--- src/hw/rtl/swd_pkg.sv ---
// Shared constants and types for the stack with delete-by-value.
// No dependencies; the RTL files but swd_ram refer to it by scoped names, the testbench files import it.
package swd_pkg;

	localparam int DEPTH  = 32;
	localparam int ADDR_W = $clog2(DEPTH);
	localparam int CNT_W  = $clog2(DEPTH + 1);
	localparam int DATA_W = 32;
	localparam int OCC_W  = 6;

	typedef enum logic [1:0] {
		OP_PUSH   = 2'd0,
		OP_POP    = 2'd1,
		OP_DELETE = 2'd2
	} op_t;

	typedef enum logic [1:0] {
		ST_DONE     = 2'd0,
		ST_FULL     = 2'd1,
		ST_EMPTY    = 2'd2,
		ST_NOTFOUND = 2'd3
	} status_t;

	typedef enum logic [2:0] {
		S_IDLE,
		S_POP,
		S_SRCH_RD,
		S_SRCH_CMP,
		S_SH_RD,
		S_SH_WR
	} state_t;

endpackage

--- src/hw/rtl/swd_in_if.sv ---
// Request channel: operation and value, valid/ready handshake.
// Depends on swd_pkg for the data width.
interface swd_in_if;
	logic                                 valid;
	logic                                 ready;
	logic [1:0]                           operation;
	logic signed [swd_pkg::DATA_W-1:0]    item_value;

	modport source (output valid, output operation, output item_value, input ready);
	modport sink   (input valid, input operation, input item_value, output ready);
endinterface

--- src/hw/rtl/swd_out_if.sv ---
// Response channel: status, occupancy and top of stack, valid/ready handshake.
// Depends on swd_pkg for widths.
interface swd_out_if;
	logic                                 valid;
	logic                                 ready;
	logic [1:0]                           status;
	logic [swd_pkg::OCC_W-1:0]            occupancy;
	logic signed [swd_pkg::DATA_W-1:0]    top_value;
	logic                                 top_valid;

	modport source (output valid, output status, output occupancy, output top_value,
		output top_valid, input ready);
	modport sink   (input valid, input status, input occupancy, input top_value,
		input top_valid, output ready);
endinterface

--- src/hw/rtl/stack_with_delete_by_value.sv ---
// LIFO stack of signed 32-bit words with delete-by-value, held in one RAM.
// Depends on swd_pkg, swd_in_if, swd_out_if and swd_ram.
//
// One request gives one response. A request is taken whenever the block is idle and
// the response register is empty or being emptied. Push, pop of the last entry,
// delete of the top when it is the only entry, every refused operation and the
// unused operation code finish in the idle state. Pop, and delete that hits the
// top entry, pass S_POP, where the new top is read back from the RAM. Any other
// delete walks down from the entry below the top (S_SRCH_RD, S_SRCH_CMP), then
// closes the gap (S_SH_RD, S_SH_WR), paced by the single read port and registered
// read data of the RAM. The top value lives in a register, so the entry on top is
// never read to find it.
module stack_with_delete_by_value (
	input  logic      clk,
	input  logic      arst_n,
	swd_in_if.sink    req,
	swd_out_if.source rsp
);

	localparam int AW = swd_pkg::ADDR_W;
	localparam int CW = swd_pkg::CNT_W;
	localparam int DW = swd_pkg::DATA_W;

	swd_pkg::state_t  state_q, state_d;
	logic [CW-1:0]    count_q;
	logic [DW-1:0]    top_q;
	logic [DW-1:0]    val_q;
	logic [AW-1:0]    idx_q, idx_d;

	logic             out_valid_q;
	swd_pkg::status_t out_status_q;
	logic [swd_pkg::OCC_W-1:0] out_occ_q;
	logic [DW-1:0]    out_top_q;
	logic             out_topv_q;

	logic             out_free;
	logic [CW-1:0]    cnt_m1, cnt_m2;

	logic             ram_we, ram_re;
	logic [AW-1:0]    ram_waddr, ram_raddr;
	logic [DW-1:0]    ram_wdata, ram_rdata;

	logic             fin;
	swd_pkg::status_t fin_status;
	logic [CW-1:0]    fin_count;
	logic [DW-1:0]    fin_top;

	assign out_free = !out_valid_q || rsp.ready;
	assign cnt_m1   = count_q - CW'(1);
	assign cnt_m2   = count_q - CW'(2);

	swd_ram #(
		.WIDTH(DW),
		.DEPTH(swd_pkg::DEPTH)
	) u_ram (
		.clk  (clk),
		.we   (ram_we),
		.waddr(ram_waddr),
		.wdata(ram_wdata),
		.re   (ram_re),
		.raddr(ram_raddr),
		.rdata(ram_rdata)
	);

	always_comb begin
		state_d    = state_q;
		idx_d      = idx_q;
		ram_we     = 1'b0;
		ram_waddr  = idx_q;
		ram_wdata  = ram_rdata;
		ram_re     = 1'b0;
		ram_raddr  = idx_q;
		fin        = 1'b0;
		fin_status = swd_pkg::ST_DONE;
		fin_count  = count_q;
		fin_top    = top_q;
		req.ready  = 1'b0;

		case (state_q)
			swd_pkg::S_IDLE: begin
				req.ready = out_free;
				if (req.valid && out_free) begin
					case (swd_pkg::op_t'(req.operation))
						swd_pkg::OP_PUSH: begin
							fin = 1'b1;
							if (count_q == CW'(swd_pkg::DEPTH)) begin
								fin_status = swd_pkg::ST_FULL;
							end else begin
								ram_we    = 1'b1;
								ram_waddr = count_q[AW-1:0];
								ram_wdata = req.item_value;
								fin_count = count_q + CW'(1);
								fin_top   = req.item_value;
							end
						end
						swd_pkg::OP_POP: begin
							if (count_q == '0) begin
								fin        = 1'b1;
								fin_status = swd_pkg::ST_EMPTY;
							end else if (count_q == CW'(1)) begin
								fin       = 1'b1;
								fin_count = '0;
							end else begin
								ram_re    = 1'b1;
								ram_raddr = cnt_m2[AW-1:0];
								state_d   = swd_pkg::S_POP;
							end
						end
						swd_pkg::OP_DELETE: begin
							if (count_q == '0) begin
								fin        = 1'b1;
								fin_status = swd_pkg::ST_NOTFOUND;
							end else if (req.item_value == top_q) begin
								// hit on top: behaves as a pop
								if (count_q == CW'(1)) begin
									fin       = 1'b1;
									fin_count = '0;
								end else begin
									ram_re    = 1'b1;
									ram_raddr = cnt_m2[AW-1:0];
									state_d   = swd_pkg::S_POP;
								end
							end else if (count_q == CW'(1)) begin
								fin        = 1'b1;
								fin_status = swd_pkg::ST_NOTFOUND;
							end else begin
								idx_d   = cnt_m2[AW-1:0];
								state_d = swd_pkg::S_SRCH_RD;
							end
						end
						default: begin
							fin = 1'b1;
						end
					endcase
				end
			end
			swd_pkg::S_POP: begin
				fin       = 1'b1;
				fin_count = cnt_m1;
				fin_top   = ram_rdata;
				state_d   = swd_pkg::S_IDLE;
			end
			swd_pkg::S_SRCH_RD: begin
				ram_re  = 1'b1;
				state_d = swd_pkg::S_SRCH_CMP;
			end
			swd_pkg::S_SRCH_CMP: begin
				if (ram_rdata == val_q) begin
					state_d = swd_pkg::S_SH_RD;
				end else if (idx_q == '0) begin
					fin        = 1'b1;
					fin_status = swd_pkg::ST_NOTFOUND;
					state_d    = swd_pkg::S_IDLE;
				end else begin
					idx_d   = idx_q - AW'(1);
					state_d = swd_pkg::S_SRCH_RD;
				end
			end
			swd_pkg::S_SH_RD: begin
				ram_re    = 1'b1;
				ram_raddr = idx_q + AW'(1);
				state_d   = swd_pkg::S_SH_WR;
			end
			swd_pkg::S_SH_WR: begin
				// move entry idx+1 down into idx; top stays as it was
				ram_we = 1'b1;
				if (idx_q == cnt_m2[AW-1:0]) begin
					fin       = 1'b1;
					fin_count = cnt_m1;
					state_d   = swd_pkg::S_IDLE;
				end else begin
					idx_d   = idx_q + AW'(1);
					state_d = swd_pkg::S_SH_RD;
				end
			end
			default: begin
				state_d = swd_pkg::S_IDLE;
			end
		endcase
	end

	always_ff @(posedge clk or negedge arst_n) begin
		if (!arst_n) begin
			state_q     <= swd_pkg::S_IDLE;
			count_q     <= '0;
			out_valid_q <= 1'b0;
		end else begin
			state_q <= state_d;
			if (fin) begin
				count_q     <= fin_count;
				out_valid_q <= 1'b1;
			end else if (rsp.ready) begin
				out_valid_q <= 1'b0;
			end
		end
	end

	always_ff @(posedge clk) begin
		idx_q <= idx_d;
		if (req.valid && req.ready) begin
			val_q <= req.item_value;
		end
		if (fin) begin
			top_q        <= fin_top;
			out_status_q <= fin_status;
			out_occ_q    <= swd_pkg::OCC_W'(fin_count);
			out_top_q    <= (fin_count != '0) ? fin_top : '0;
			out_topv_q   <= (fin_count != '0);
		end
	end

	assign rsp.valid     = out_valid_q;
	assign rsp.status    = out_status_q;
	assign rsp.occupancy = out_occ_q;
	assign rsp.top_value = out_top_q;
	assign rsp.top_valid = out_topv_q;

endmodule

--- src/hw/rtl/swd_ram.sv ---
// Generic single-write, single-read synchronous RAM with registered read data.
// Standalone; no package dependency.
module swd_ram #(
	parameter int WIDTH = 32,
	parameter int DEPTH = 32
) (
	input  logic                     clk,
	input  logic                     we,
	input  logic [$clog2(DEPTH)-1:0] waddr,
	input  logic [WIDTH-1:0]         wdata,
	input  logic                     re,
	input  logic [$clog2(DEPTH)-1:0] raddr,
	output logic [WIDTH-1:0]         rdata
);

	logic [WIDTH-1:0] mem_q [DEPTH];

	always_ff @(posedge clk) begin
		if (we) begin
			mem_q[waddr] <= wdata;
		end
		if (re) begin
			rdata <= mem_q[raddr];
		end
	end

endmodule

--- src/flat_wrapper.sv ---
// flat-port wrapper written by rule: the top's interface ports become plain ports
module stack_with_delete_by_value_flat 
  (clk, arst_n, req_valid, req_operation, req_item_value, req_ready, rsp_valid, rsp_status, rsp_occupancy, rsp_top_value, rsp_top_valid, rsp_ready);
  swd_in_if req_i ();
  swd_out_if rsp_i ();
  input  logic clk;
  input  logic arst_n;
  input wire logic [$bits(req_i.valid)-1:0] req_valid;
  input wire logic [$bits(req_i.operation)-1:0] req_operation;
  input wire logic [$bits(req_i.item_value)-1:0] req_item_value;
  output wire logic [$bits(req_i.ready)-1:0] req_ready;
  output wire logic [$bits(rsp_i.valid)-1:0] rsp_valid;
  output wire logic [$bits(rsp_i.status)-1:0] rsp_status;
  output wire logic [$bits(rsp_i.occupancy)-1:0] rsp_occupancy;
  output wire logic [$bits(rsp_i.top_value)-1:0] rsp_top_value;
  output wire logic [$bits(rsp_i.top_valid)-1:0] rsp_top_valid;
  input wire logic [$bits(rsp_i.ready)-1:0] rsp_ready;
  assign req_i.valid = req_valid;
  assign req_i.operation = req_operation;
  assign req_i.item_value = req_item_value;
  assign req_ready = req_i.ready;
  assign rsp_valid = rsp_i.valid;
  assign rsp_status = rsp_i.status;
  assign rsp_occupancy = rsp_i.occupancy;
  assign rsp_top_value = rsp_i.top_value;
  assign rsp_top_valid = rsp_i.top_valid;
  assign rsp_i.ready = rsp_ready;
  stack_with_delete_by_value u_core (.clk(clk), .arst_n(arst_n), .req(req_i), .rsp(rsp_i));
endmodule
--- config.mk ---
export PLATFORM = sky130hd
export DESIGN_NAME = stack_with_delete_by_value_flat
export DESIGN_NICKNAME = d
export VERILOG_FILES = /design/src/hw/rtl/swd_pkg.sv /design/src/hw/rtl/swd_in_if.sv /design/src/hw/rtl/swd_out_if.sv /design/src/hw/rtl/stack_with_delete_by_value.sv /design/src/hw/rtl/swd_ram.sv /design/src/flat_wrapper.sv
export SDC_FILE = /design/constraint.sdc
export NUM_CORES = 1
export LEC_CHECK = 0
export BUFFER_PORTS_ARGS = -buffer_cell sky130_fd_sc_hd__buf_4
export CORE_ASPECT_RATIO = 0.6
export CORE_MARGIN = 1
export CORE_UTILIZATION = 55
export DETAILED_ROUTE_END_ITERATION = 10
export PLACE_DENSITY = 0.71
export SLEW_MARGIN = 10
export SYNTH_ARGS = -nofsm -noshare
export SYNTH_HDL_FRONTEND = slang
export SYNTH_HIERARCHICAL = 1
export SYNTH_SLANG_ARGS = --single-unit
--- constraint.sdc ---
create_clock -name clk -period 17.4 [get_ports clk]
set_input_delay 1.74 -clock clk [delete_from_list [all_inputs] [get_ports clk]]
set_output_delay 1.74 -clock clk [all_outputs]
set_load 0.02 [all_outputs]
==> results of run 1 <==
## power by group through the flow
stage | clock [mW] | combinational (mW) | sequential [mW]
CTS | 2.50 | 3.03 | 4.04
floorplan | 0 | 2.00 | 4.05
global placement | 0 | 2.95 | 4.09
global route | 2.60 | 3.28 | 4.06
detailed placement | 0 | 3.02 | 4.10
finish | 2.48 | 3.10 | 4.05
## worst max-delay path, delay by kind of cell
family | cells | cell delay (ns)
AND/OR/NAND/NOR | 6 | 1.82
XOR/XNOR | 1 | 0.17
buffers and inverters | 4 | 2.68
AO/OA/AOI/OAI | 4 | 0.83
multiplexers | 1 | 0.35
## worst paths after layout
kind / start / end / slack, ns / cells past startpoint
max in group asynchronous: arst_n / u_core/state_q[0] / 16.38 / 1
worst min-delay path: u_core/rsp.valid / u_core/rsp.valid / 0.61 / 2
worst max-delay path: req_item_value[11] / u_core/u_ram/rdata[19] / 10.05 / 16
worst min register to register: u_core/rsp.valid / u_core/rsp.valid / 0.61 / 2
min in group asynchronous: arst_n / u_core/rsp.valid / 0.85 / 1
worst max register to register: u_core/top_q[11] / u_core/u_ram/rdata[19] / 10.80 / 15
## metal layers
layer / part of all wire / up-vias
met5: 0 / -
met4: 0.025 / 0
met3: 0.12 / 188
met2: 0.42 / 1796
met1: 0.43 / 14120
li1: - / 11680
## cell type report
class                      count  area, um2
sequential                  1176      35260
fill                        5961      32480
multi-input combinational   1544      11780
clock buffer                 110       2582
tap                         1147       1435
timing repair buffer         143       1111
clock inverter                77       1061
inverter                      44      165.2
antenna                        1      2.502
## synth_stat cells (32+ instances only)
master    count
nand2_1     218
buf_4        37
xor2_1       69
nor2_1       55
nor3_1       42
a22oi_1      96
mux2i_1     512
a31oi_1      67
buf_2        38
edfxtp_1   1166
a22o_1       65
inv_1        44
a21oi_1     109
nand3_1     115
clkbuf_1     66
a222oi_1     32
## state kept, by name (all words and copies together) (netlist names)
| register | cells |
|---|---|
| u_core/u_ram/mem_q | 1024 |
| u_core/count_q | 6 |
| u_core/u_ram/rdata | 32 |
| u_core/idx_q | 5 |
| u_core/rsp.occupancy | 6 |
| u_core/rsp.status | 2 |
| u_core/val_q | 32 |
| u_core/rsp.top_valid | 1 |
| u_core/state_q | 3 |
| u_core/rsp.top_value | 32 |
| u_core/top_q | 32 |
| u_core/rsp.valid | 1 |
## cells by family (layout without fill, tap and decap cells)
kind of cell    after synthesis  count (layout)  synth area share
xor+xnor                     75              75           0.01401
compound gates              434             434           0.06497
flops                      1176            1176            0.7369
fa+ha+maj                    13              13          0.003399
mux                         519             519            0.1087
simple gates                503             503           0.04829
buf+inv                     214             374           0.02366
other cells                   0               1                 0
==> impl_metrics.json, run 1 <==
{
  "stdcell_count": 4242,
  "fp.dieArea_um2": 88230,
  "die_w_um": 382.8,
  "clock-root-buffer": "clkbuf_16",
  "fin_ws_ns": 10.05,
  "ir_drop_uv": 235.9,
  "drtIter0Drc": 4074,
  "crit_type": "input port to register",
  "fp.dieH_um": 230.5,
  "use_met1": 0.4564,
  "syn_nets": 2985,
  "placed_cell_area_um2": 49750,
  "setup_viol": 0,
  "cts_tree": "yes",
  "net-switching-power_mw": 3.389,
  "utilization": 0.6218,
  "worst_pin_slew_ns": 1.206,
  "dp_hpwl_mm": 69.07,
  "vias_per_cell": 6.550,
  "worstPathMaxFanout": 64,
  "yosysWarnings": 6,
  "synthTopCellsByArea": "edfxtp_1 73%, mux2i_1 11%, nand2_1 1.7%, a22oi_1 1.5%, xor2_1 1.3%",
  "use_met2": 0.3931,
  "synth_area_um2": 47850,
  "finalCritPeriodShare": 0.4225,
  "timing.setup.tns_ns": 0,
  "cap_violations": 0,
  "overflow": 0,
  "clkPwrFrac": 0.258,
  "slew_headroom": 0.1944,
  "powerDensity_nw_per_um2": 180.3,
  "grt_use_total": 0.2853,
  "clockBufferDepth": 3,
  "power_frac_comb": 0.322,
  "wl_per_cell_um": 29.76,
  "fp.coreArea_um2": 85880,
  "netlist.area_leader.share": 0.7317,
  "p_leak_nw": 18.69,
  "ys_ff_latch": 1176,
  "io_buffers": 80,
  "htree_levels": 3,
  "synth_cell_types": 68,
  "seq_power_share": 0.421,
  "critical_path.cell_chain": "buf_4 -> xor2_1 -> nor4_1 -> and4_1 -> a31oi_1 -> nor3_1 -> nand3_1 -> o211ai_1 -> buf_4 -> buf_4 -> buf_4 -> mux2i_1 -> a22o_1 -> nor3_1 -> a31oi_1 -> nand3_1",
  "hold_slack_ns": 0.6070,
  "arrival_ns": 7.78,
  "wl_mm": 126.3,
  "synthArstFlopShare": 0.008503,
  "switching_share": 0.3520,
  "grt_max_degree": 129,
  "finalCriticalPeriod_ns": 7.351,
  "power.internal_mw": 6.238,
  "top_usage_layer": "met1",
  "path_common_cell": "buf_4",
  "dp_cells": 4054,
  "clk_latency_ns": 0.71,
  "drive_above_1_share": 0.1183,
  "cp_slowest_cell": "buf_4",
  "synth_top_flop_cell": "edfxtp_1",
  "final_area_um2": 53400,
  "min_path_type": "register to register",
  "hold_buffers": 0,
  "cts_setup_buffers": 0,
  "rows": 83,
  "grt_use_met3": 0.05987,
  "area_growth_syn_to_layout_pct": 11.59,
  "slowest_delay_ns": 0.98,
  "ant_nets": 0,
  "status": "complete, no violations",
  "clk_pin_slew_ns": 0.07,
  "drcViolationCount": 0,
  "cts_buffers": 101,
  "slew_viol_final": 0,
  "synth-edff-count": 1166,
  "clkSinkCount": 1176,
  "ctsResizeCount": 0,
  "synthCells": 2934,
  "p_total_mw": 9.627,
  "post-place-ws_ns": 9.597,
  "max_freq_mhz": 136.0,
  "hold_viol_final": 0,
  "num_vias": 27780,
  "cp_data_required_time_ns": 17.83,
  "final_common_cell": "edfxtp_1",
  "gp_congestion": 0.9344,
  "skew_ns": 0.02739,
  "layout_common_cells": "1166 x edfxtp_1, 512 x mux2i_1, 217 x nand2_1",
  "nNetsFinal": 3061,
  "ys_seq_area_frac": 0.7369,
  "grt_pass1_vias": 26120,
  "firstDrtPassIters": 9,
  "antenna_found_initial": 1,
  "io_pins": 81,
  "syn_area_per_cell_um2": 16.31,
  "startpoint_type": "input port",
  "grt_pass1_wl_mm": 181.5,
  "start_util": 0.5572,
  "setup.worst_path.end_class": "register",
  "yosys.area.top_type": "edfxtp_1",
  "rsz0062_at_grt": "false"
}
No activity file was read; power rests on OpenSTA's default activity.
==> run 2, diff against run 1 <==
Settings changed: PLACE_DENSITY 0.71 to 0.74.
Clock period 17.4 ns to 6.22 ns, I/O delays scaled along.
==> run 2 against run 1 <==
- power grew to 2.8 times the previous value
- via count is 1.0% higher
- utilization grew 0.24 points
- combinational power rose to 2.8 times the previous value
- worst setup slack worse by 9.0 ns
- cell area increased by 0.38%
- non-clock buffer count rose by 12
- critical path type is now register to register
- sequential share of layout area decreased by 0.25 points
==> impl_metrics.json, run 2 (synthesized netlist as in run 1, its figures left out) <==
{
  "cts_tree": "yes",
  "firstDrtPassIters": 7,
  "setup.worst_path.end_class": "register",
  "ir_drop_uv": 648.5,
  "wl_mm": 127.4,
  "htree_levels": 3,
  "drcViolationCount": 0,
  "final_area_um2": 53600,
  "grt_use_total": 0.2872,
  "placed_cell_area_um2": 50250,
  "skew_ns": 0.02358,
  "crit_family": "simple AND/OR/NAND/NOR gates",
  "ant_nets": 0,
  "clk_latency_ns": 0.72,
  "ctsResizeCount": 0,
  "io_pins": 81,
  "cp_slowest_cell": "a221oi_1",
  "final_common_cell": "edfxtp_1",
  "status": "complete, no violations",
  "net-switching-power_mw": 9.449,
  "wl_per_cell_um": 29.98,
  "slowest_delay_ns": 0.82,
  "overflow": 0,
  "fin_ws_ns": 1.024,
  "clkSinkCount": 1176,
  "grt_max_degree": 129,
  "path_common_cell": "a31oi_1",
  "drive_above_1_share": 0.1197,
  "startpoint_type": "register",
  "fp.dieArea_um2": 88230,
  "clkPwrFrac": 0.245,
  "cap_violations": 0,
  "min_path_type": "input port to register",
  "start_util": 0.5572,
  "clk_pin_slew_ns": 0.07,
  "seq_power_share": 0.426,
  "cts_buffers": 97,
  "p_leak_nw": 18.71,
  "nNetsFinal": 3069,
  "dp_hpwl_mm": 71.33,
  "finalCritPeriodShare": 0.8354,
  "regMostFlops": "u_core/u_ram/mem_q",
  "crit_buf_inv": 1,
  "wl_met1_mm": 52.42,
  "area_growth_syn_to_layout_pct": 12.02,
  "rows": 83,
  "worstPathMaxFanout": 128,
  "rsz0062_at_grt": "false",
  "cp_data_required_time_ns": 6.67,
  "fp.coreArea_um2": 85880,
  "clockBufferDepth": 3,
  "worst_pin_slew_ns": 1.218,
  "grt_pass1_wl_mm": 183.1,
  "timing.setup.tns_ns": 0,
  "critical_path.cell_chain": "xor2_1 -> nor4_1 -> and4_1 -> a31oi_1 -> or4_1 -> a221oi_1 -> nor2b_4 -> buf_12 -> a22o_1 -> nor3_1 -> a31oi_1 -> nand3_1",
  "power.internal_mw": 17.12,
  "wl_met3_mm": 17.30,
  "met2_length_mm": 54.20,
  "antenna_found_initial": 2,
  "gp_congestion": 0.9003,
  "grt_pass1_vias": 26720,
  "clock-root-buffer": "clkbuf_16",
  "top_layer_used": "met4",
  "setup_viol": 0,
  "layout_common_cells": "1166 x edfxtp_1, 512 x mux2i_1, 217 x nand2_1",
  "die_w_um": 382.8,
  "hold_viol_final": 0,
  "arrival_ns": 5.64,
  "fp.dieH_um": 230.5,
  "switching_share": 0.3556,
  "slew_headroom": 0.1860,
  "drtIter0Drc": 4261,
  "powerDensity_nw_per_um2": 495.7,
  "crit_type": "register to register",
  "power_frac_comb": 0.330,
  "finalCriticalPeriod_ns": 5.196,
  "slew_viol_final": 0,
  "max_freq_mhz": 192.5,
  "io_buffers": 80,
  "vias_per_cell": 6.607,
  "post-place-ws_ns": 0.8377,
  "num_vias": 28070,
  "largest_reg_flops": 1024
}
## run 2: changes by cell type in the layout (fill, tap and decap cells not counted), sizes merged
cell,change
clkinvlp,+2
bufinv,-7
clkinv,-4
dlygate4sd3,+1
buf,+11
diode,+1
inv,+3
## run 2: area by class of cell
cell class	instances	area, um2
diodes	2	5.005
clock buffers	110	2497
clock inverters	71	842.1
fillers	5932	32280
inverters	44	165.2
multi-input cells	1544	11780
flip-flops and latches	1176	35260
well taps	1147	1435
repair buffers	155	1617
## run 2: worst register-to-register path, delay by kind of cell, from the launching register on
family / cells / cell delay (ns)
compound gates: 4 / 1.66
xor+xnor: 1 / 0.16
buf+inv: 1 / 0.55
flops: 1 / 0.42
simple gates: 6 / 2.13
## run 2: path summary, 6_finish.rpt
kind	start	cells past startpoint	slack, ns	end
max in group asynchronous	arst_n	2	5.78	u_core/state_q[2]
hold reg to reg	u_core/rsp.valid	2	0.57	u_core/rsp.valid
min in group asynchronous	arst_n	2	0.28	u_core/state_q[0]
setup reg to reg	u_core/top_q[21]	12	1.02	u_core/u_ram/rdata[5]
setup / recovery	u_core/top_q[21]	12	1.02	u_core/u_ram/rdata[5]
hold / removal	req_item_value[15]	1	0.12	u_core/val_q[15]
## run 2: per-layer routing
layer	GRT usage	vias to the layer above
li1	-	11710
met1	0.4416	14250
met2	0.4022	1888
met3	0.07320	225
met4	0.08663	0
met5	0	-
## run 2: repair_timing
action,4_1_cts,5_1_grt
setup endpoints to repair,0,0
setup buffers,0,0
hold endpoints to repair,10,0
hold buffers,1,0
## run 2: metrics by stage
step | hold slack [ns] | total power [mW] | util | cells
after floorplan | 0.3264 | 16.93 | - | 2934
after global placement | 0.4647 | 19.68 | 0.5851 | 4065
after detailed placement | 0.4625 | 19.94 | 0.5851 | 4065
after CTS | 0.08208 | 26.37 | 0.6241 | 4247
after global routing | 0.08151 | 27.43 | 0.6241 | 4248
final | 0.1164 | 26.57 | 0.6241 | 4249
## run 2: power by group through the flow
stage / Combinational (mW) / Clock (mW) / Sequential, mW
finish: 8.76 / 6.51 / 11.3
global route: 9.25 / 6.83 / 11.3
CTS: 8.53 / 6.54 / 11.3
detailed placement: 8.49 / 0 / 11.5
global placement: 8.25 / 0 / 11.4
floorplan: 5.60 / 0 / 11.3
